**src/rtl/tisp_pkg.sv**
```systemverilog
package tisp_pkg;

   // Default pool geometry.
   localparam int NODE_COUNT_DEF    = 1024;
   localparam int ALPHABET_SIZE_DEF = 26;

   // Field widths of the channels.
   localparam int OP_W     = 2;
   localparam int LETTER_W = 5;

   typedef enum logic [OP_W-1:0] {
      OP_INSERT = 2'd0,
      OP_SEARCH = 2'd1,
      OP_PREFIX = 2'd2,
      OP_RSVD   = 2'd3
   } op_type;

   typedef enum logic [1:0] {
      ST_CLEAR,
      ST_IDLE,
      ST_WALK,
      ST_END
   } state_type;

endpackage

```
**src/rtl/tisp_ram.sv**
```systemverilog
module tisp_ram import tisp_pkg::*; #(
   parameter int WIDTH = 1,
   parameter int DEPTH = NODE_COUNT_DEF,
   parameter int AW    = $clog2(NODE_COUNT_DEF)
) (
   input  logic             clock,
   input  logic             wr_en,
   input  logic [AW-1:0]    wr_addr,
   input  logic [WIDTH-1:0] wr_data,
   input  logic [AW-1:0]    rd_addr,
   output logic [WIDTH-1:0] rd_data
);

   logic [WIDTH-1:0] mem [DEPTH];
   logic [WIDTH-1:0] rd_data_ff;

   always_ff @(posedge clock) begin
      if (wr_en) begin
         mem[wr_addr] <= wr_data;
      end
      rd_data_ff <= mem[rd_addr];
   end

   assign rd_data = rd_data_ff;

endmodule

```
**config.mk**
```make
export PLATFORM = sky130hd
export DESIGN_NAME = tisp_ram
export DESIGN_NICKNAME = d
export VERILOG_FILES = /design/src/rtl/tisp_pkg.sv /design/src/rtl/tisp_ram.sv
export SDC_FILE = /design/constraint.sdc
export NUM_CORES = 1
export LEC_CHECK = 0
export BUFFER_PORTS_ARGS = -buffer_cell sky130_fd_sc_hd__buf_2
export CORE_MARGIN = 1.5
export CORE_UTILIZATION = 45
export CTS_BUF_LIST = sky130_fd_sc_hd__clkbuf_8
export DETAILED_ROUTE_END_ITERATION = 10
export GPL_TIMING_DRIVEN = 0
export MAX_ROUTING_LAYER = met4
export PLACE_DENSITY = 0.6
export REMOVE_ABC_BUFFERS = 1
export SLEW_MARGIN = 10
export SYNTH_ARGS = -nofsm -noshare
export SYNTH_HDL_FRONTEND = slang
export SYNTH_SLANG_ARGS = --single-unit
```
**constraint.sdc**
```tcl
create_clock -name clock -period 3.8 [get_ports clock]
set_input_delay 0.76 -clock clock [delete_from_list [all_inputs] [get_ports clock]]
set_output_delay 0.76 -clock clock [all_outputs]
set_load 0.05 [all_outputs]
```
# After elaboration in Yosys (flattened, before gate mapping)

Memories as Yosys holds them, arrays and structs flattened. A register that Yosys moved wholly into a read port is not among the register bits.
Index checks and enable logic that the tools add are counted.

Memories kept: 1
Logic and storage cells: 3
Output and inout bits: 1
RAM bits: 1024
Register bits after elaboration: 0
Bits of input ports: 23

Memory list:

| memory | depth | bits a word | rd ports | clocked after Yosys merged registers in | write ports | RTL line       | source |
|---|---|---|---|---|---|---|---|
| mem    | 1024  | 1           | 1        | 1                                       | 1           | tisp_ram.sv:14 | `logic [WIDTH-1:0] mem [DEPTH];` |

Muxes and demuxes: 2

Operators with widths:

| kind              | count |
|---|---|
| two-way mux 1 bit | 2 |

# Longest topological paths before layout

Depth in word-level cells: 2
Gate-level depth with buffers: 15
Gate-level depth less buffers: 8

# Worst setup path after synthesis

OpenSTA, ideal clock, no wires.

Path type: in2reg
From: in rd_addr[0]
To: reg rd_data_ff, in the netlist rd_data (read register of mem)
Library setup time: 0.137 ns
Data arrival time: 2.897 ns
Setup slack: 0.766 ns
Stages on the path: 10
Required time: 3.663 ns
Path buffers: 4
Cells stage by stage: buf_6 -> buf_12 -> buf_12 -> buf_2 -> mux4_2 -> mux4_2 -> a211oi_1 -> nor2_1 -> o311ai_1 -> o2111ai_1

RTL lines:

| item        | RTL line       | source |
|---|---|---|
| from (decl) | tisp_ram.sv:10 | `input logic [AW-1:0] rd_addr,` |
| to (decl)   | tisp_ram.sv:15 | `logic [WIDTH-1:0] rd_data_ff;` |

==> flow_results.xml <==
<?xml version="1.0" encoding="UTF-8"?>
<metrics>
  <group name="outcome">
    <metric name="outcome" unit="">complete, no violations</metric>
  </group>
  <group name="power">
    <metric name="power.static_leakage" unit="uW">0.0148</metric>
    <metric name="power_report.internal_total" unit="uW">17200</metric>
    <metric name="pwr-share-seq" unit="%">55.8</metric>
    <metric name="power_spent_charging_and_discharging_nets" unit="uW">5160</metric>
    <metric name="combinationalPowerShare" unit="%">5.7</metric>
    <metric name="power.density" unit="nW/um2">452</metric>
    <metric name="power.switching_fraction" unit="%">23.1</metric>
    <metric name="power.share.clock" unit="%">38.5</metric>
    <metric name="design_power_total" unit="uW">22300</metric>
    <metric name="vdd.ir_drop.worst" unit="uV">304</metric>
  </group>
  <group name="worst_setup_path">
    <metric name="timing.critical_path.required" unit="ns">4.41</metric>
    <metric name="path_max_fanout" unit="">47</metric>
    <metric name="worstPathCellList" unit="">buf_4, buf_16, inv_2, mux4_2, mux2i_1, o21ai_0, nor2_1, nor3_2, nor4_1, o2111ai_1</metric>
    <metric name="critical_path.max_stage_delay" unit="ns">0.94</metric>
    <metric name="crit_path_buf_inv_count" unit="">3</metric>
    <metric name="setup.worst_path.class" unit="">primary input to register</metric>
    <metric name="worst_r2r_path_depth" unit="">8</metric>
    <metric name="reg_to_reg_slack_setup" unit="ns">0.70</metric>
    <metric name="critical_path_arrival" unit="ns">4.36</metric>
    <metric name="timing.rr.start" unit="">mem[282]$_DFFE_PP_</metric>
    <metric name="rr_endpoint" unit="">rd_data$_DFF_P_</metric>
    <metric name="slowest_stage" unit="">sky130_fd_sc_hd__inv_2</metric>
    <metric name="setup.worst_path.start_class" unit="">primary input</metric>
    <metric name="path_delay_family" unit="">buffers and inverters</metric>
    <metric name="beginning_of_the_critical_path" unit="">rd_addr[3]</metric>
    <metric name="crit_path_end_kind" unit="">register</metric>
  </group>
  <group name="floorplan">
    <metric name="floorplan.die.width" unit="um">318</metric>
    <metric name="coreArea" unit="um2">98400</metric>
    <metric name="io_pins" unit="">24</metric>
    <metric name="placement_rows" unit="">115</metric>
    <metric name="die_h" unit="um">318</metric>
    <metric name="full_die_area" unit="um2">101000</metric>
    <metric name="initial_utilization" unit="%">45.4</metric>
  </group>
  <group name="final_layout">
    <metric name="final_nets" unit="">3074</metric>
    <metric name="drive_gt1_share" unit="%">16.5</metric>
    <metric name="fill_cells" unit="">8414</metric>
    <metric name="most_used_cells_in_the_layout_excluding_fill_and_tap_cells" unit="">sky130_fd_sc_hd__nor2_1, sky130_fd_sc_hd__edfxtp_1, sky130_fd_sc_hd__mux4_2</metric>
    <metric name="area_of_combinational_cells_with_multiple_inputs" unit="um2">12800</metric>
    <metric name="mostFrequentLayoutCell" unit="">sky130_fd_sc_hd__nor2_1</metric>
    <metric name="stdcell_count" unit="">4465</metric>
    <metric name="ff_latch_area" unit="um2">30800</metric>
    <metric name="area_growth" unit="%">10.5</metric>
  </group>
  <group name="worst_hold_path">
    <metric name="hold-path-cell-count" unit="">1</metric>
    <metric name="min-delay-path-class" unit="">primary input to register</metric>
    <metric name="timing.hold.worst.start" unit="">wr_data</metric>
    <metric name="worstHoldEndpoint" unit="">mem[703]$_DFFE_PP_</metric>
  </group>
  <group name="detailed_routing">
    <metric name="initialDrtViolationCount" unit="">3219</metric>
    <metric name="routed_via_count_divided_by_cell_count" unit="">6.01</metric>
    <metric name="antenna_left" unit="">0</metric>
    <metric name="routedWlPerCell" unit="um">27.0</metric>
    <metric name="detail_route.wirelength" unit="mm">121</metric>
    <metric name="routed-via-count" unit="">26800</metric>
    <metric name="drc" unit="">0</metric>
    <metric name="first_pass_iters" unit="">6</metric>
  </group>
  <group name="synth">
    <metric name="post_synth_fa_ha_maj_area_fraction" unit="%">0</metric>
    <metric name="yosys.area_share.simple" unit="%">11.2</metric>
    <metric name="async_flop_share" unit="%">0</metric>
    <metric name="postSynthRegisterBits" unit="">1025</metric>
    <metric name="yosys.area_share.xor_xnor" unit="%">0</metric>
    <metric name="synth_enable_flop_cells" unit="">1024</metric>
    <metric name="synth_compound_area_share" unit="%">2.83</metric>
    <metric name="yosysWarningCount" unit="">0</metric>
    <metric name="post_synth.cell_area_avg" unit="um2">14.3</metric>
    <metric name="synth.cell_area" unit="um2">44700</metric>
    <metric name="synth_top_family_by_area" unit="">multiplexers</metric>
    <metric name="synth.distinct_cells" unit="">56</metric>
    <metric name="ys.flop_type" unit="">sky130_fd_sc_hd__edfxtp_1</metric>
    <metric name="synth.area.mux_share" unit="%">13.7</metric>
    <metric name="ys_seq_area_share" unit="%">68.9</metric>
    <metric name="syn_inst" unit="">3112</metric>
  </group>
  <group name="place">
    <metric name="port_buffers" unit="">23</metric>
    <metric name="post-dp-hpwl" unit="mm">64.3</metric>
    <metric name="pre_cts_slack" unit="ns">-1.93</metric>
    <metric name="dp_cells" unit="">4160</metric>
    <metric name="place.gp.congestion" unit="">0.751</metric>
  </group>
  <group name="global_routing">
    <metric name="grt_pass1_wl" unit="mm">174</metric>
    <metric name="gr-total-overflow" unit="">0</metric>
    <metric name="antenna_found_initial" unit="">5</metric>
    <metric name="grt_use_total" unit="%">24.6</metric>
    <metric name="maximum_number_of_pins_on_one_net_before_global_route_repair" unit="">185</metric>
    <metric name="first_global_vias" unit="">26900</metric>
  </group>
  <group name="timing">
    <metric name="finalSetupViolCount" unit="">0</metric>
    <metric name="worst-slew-pin-transition" unit="ns">1.30</metric>
    <metric name="fmax" unit="GHz">0.267</metric>
    <metric name="postLayoutSetupSlackWorst" unit="ns">0.0534</metric>
    <metric name="fin_crit_sh" unit="%">98.6</metric>
    <metric name="clock_skew" unit="ns">0.0193</metric>
    <metric name="slew_headroom" unit="%">13.4</metric>
    <metric name="report.final.slew_viol_count" unit="">0</metric>
    <metric name="grt_setup_unrepaired" unit="">no</metric>
    <metric name="timing_hold_violations_final" unit="">0</metric>
    <metric name="period_needed" unit="ns">3.75</metric>
  </group>
  <group name="cts">
    <metric name="clock-root-buffer" unit="">sky130_fd_sc_hd__clkbuf_8</metric>
    <metric name="insertion_delay_of_the_later_clocked_pin_in_the_worst_skew_pair" unit="ns">0.83</metric>
    <metric name="cts.path.max_buffers" unit="">3</metric>
    <metric name="tritoncts_clock_tree" unit="">yes</metric>
    <metric name="clock_sinks" unit="">1025</metric>
    <metric name="post-cts-setup-buffers" unit="">0</metric>
    <metric name="tritoncts.num_buffers" unit="">169</metric>
    <metric name="h_tree_depth" unit="">4</metric>
    <metric name="clk_pin_slew_worst_paths" unit="ns">0.06</metric>
  </group>
  <group name="run">
    <metric name="max_cap_violations" unit="">0</metric>
  </group>
</metrics>
==> synth_stat cells (all sizes together) (11+ instances only) <==
| cell | number | area (um2) |
|---|---|---|
| nor2 | 1036 | 3890 |
| edfxtp | 1024 | 30700 |
| mux4 | 214 | 4870 |
| clkbuf | 189 | 721 |
| mux2i | 123 | 1230 |
| buf | 114 | 729 |
| nand2 | 86 | 323 |
| o221ai | 49 | 429 |
| a21oi | 37 | 185 |
| nand3 | 37 | 185 |
| nor3 | 37 | 185 |
| o22ai | 28 | 175 |
| a22oi | 17 | 128 |
| o21ai | 13 | 65.1 |
| nor2b | 11 | 68.8 |
==> cells by family (layout without fill, tap and decap cells) <==
kind of cell           count (synthesis)  after routing
AOI/OAI and AO/OA                    178            178
buffers and inverters                309            369
and+or+nand+nor                     1260           1261
DFF                                 1025           1025
muxes                                340            340
other                                  0              5
==> state kept, by name, summed over array words and instances (netlist names) <==
signal	count
rd_data	1
mem	1024
==> routing by layer <==
metal / GRT usage, % / wire length (um) / share of wire [%]
met4: 9.00 / 3960 / 3.3
met3: 4.88 / 10800 / 9.0
met1: 30.8 / 46300 / 38
met5: - / 0 / 0
met2: 39.8 / 59600 / 49
==> how the worst max path moves through the flow <==
stage	endpoint	slack, ns	cells past startpoint
4_1_cts	rd_data$_DFF_P_	0.08	9
5_1_grt	rd_data$_DFF_P_	0.01	10
6_report	rd_data$_DFF_P_	0.05	10
3_3_place_gp	rd_data$_DFF_P_	-8.96	9
2_1_floorplan	rd_data$_DFF_P_	0.66	8
3_5_place_dp	rd_data$_DFF_P_	-1.93	11
==> through the flow <==
| step | instance area (um2) | hold WS, ns | utilization [%] | setup TNS (ns) |
|---|---|---|---|---|
| 2_1_floorplan | 43200 | 0.859 | - | 0 |
| 5_1_grt | 49400 | 0.321 | 50.2 | 0 |
| 6_report | 49400 | 0.331 | 50.2 | 0 |
| 3_5_place_dp | 46200 | 1.18 | 46.9 | -6.45 |
| 4_1_cts | 49300 | 0.265 | 50.1 | 0 |
| 3_3_place_gp | 44900 | 1.23 | 45.7 | -9587.04 |
==> power by group through the flow <==
stage               combinational [uW]  clock, uW  sequential [uW]
finish                            1280       8580            12500
global route                      1350       9190            12400
CTS                               1270       8710            12500
detailed placement                1230          0            12700
global placement                  1300          0            12800
floorplan                          524          0            12700
==> timing repair <==
action,CTS,global route
endpoints found under the setup margin,1,1
resized for setup,7,5
hold endpoints to repair,0,0
hold buffers,0,0
pin swaps,1,2
gates cloned,5,2
==> layout make-up <==
class                           count  share of cell area, %
Clock inverter                    116                  0.983
Tap cell                         1287                   3.26
Clock buffer                      177                   4.93
Timing Repair Buffer               70                   2.39
Inverter                            6                 0.0735
Multi-Input combinational cell   1779                   26.0
Sequential cell                  1025                   62.3
Antenna cell                        5                 0.0253
Power figures use the tool's default switching activity.
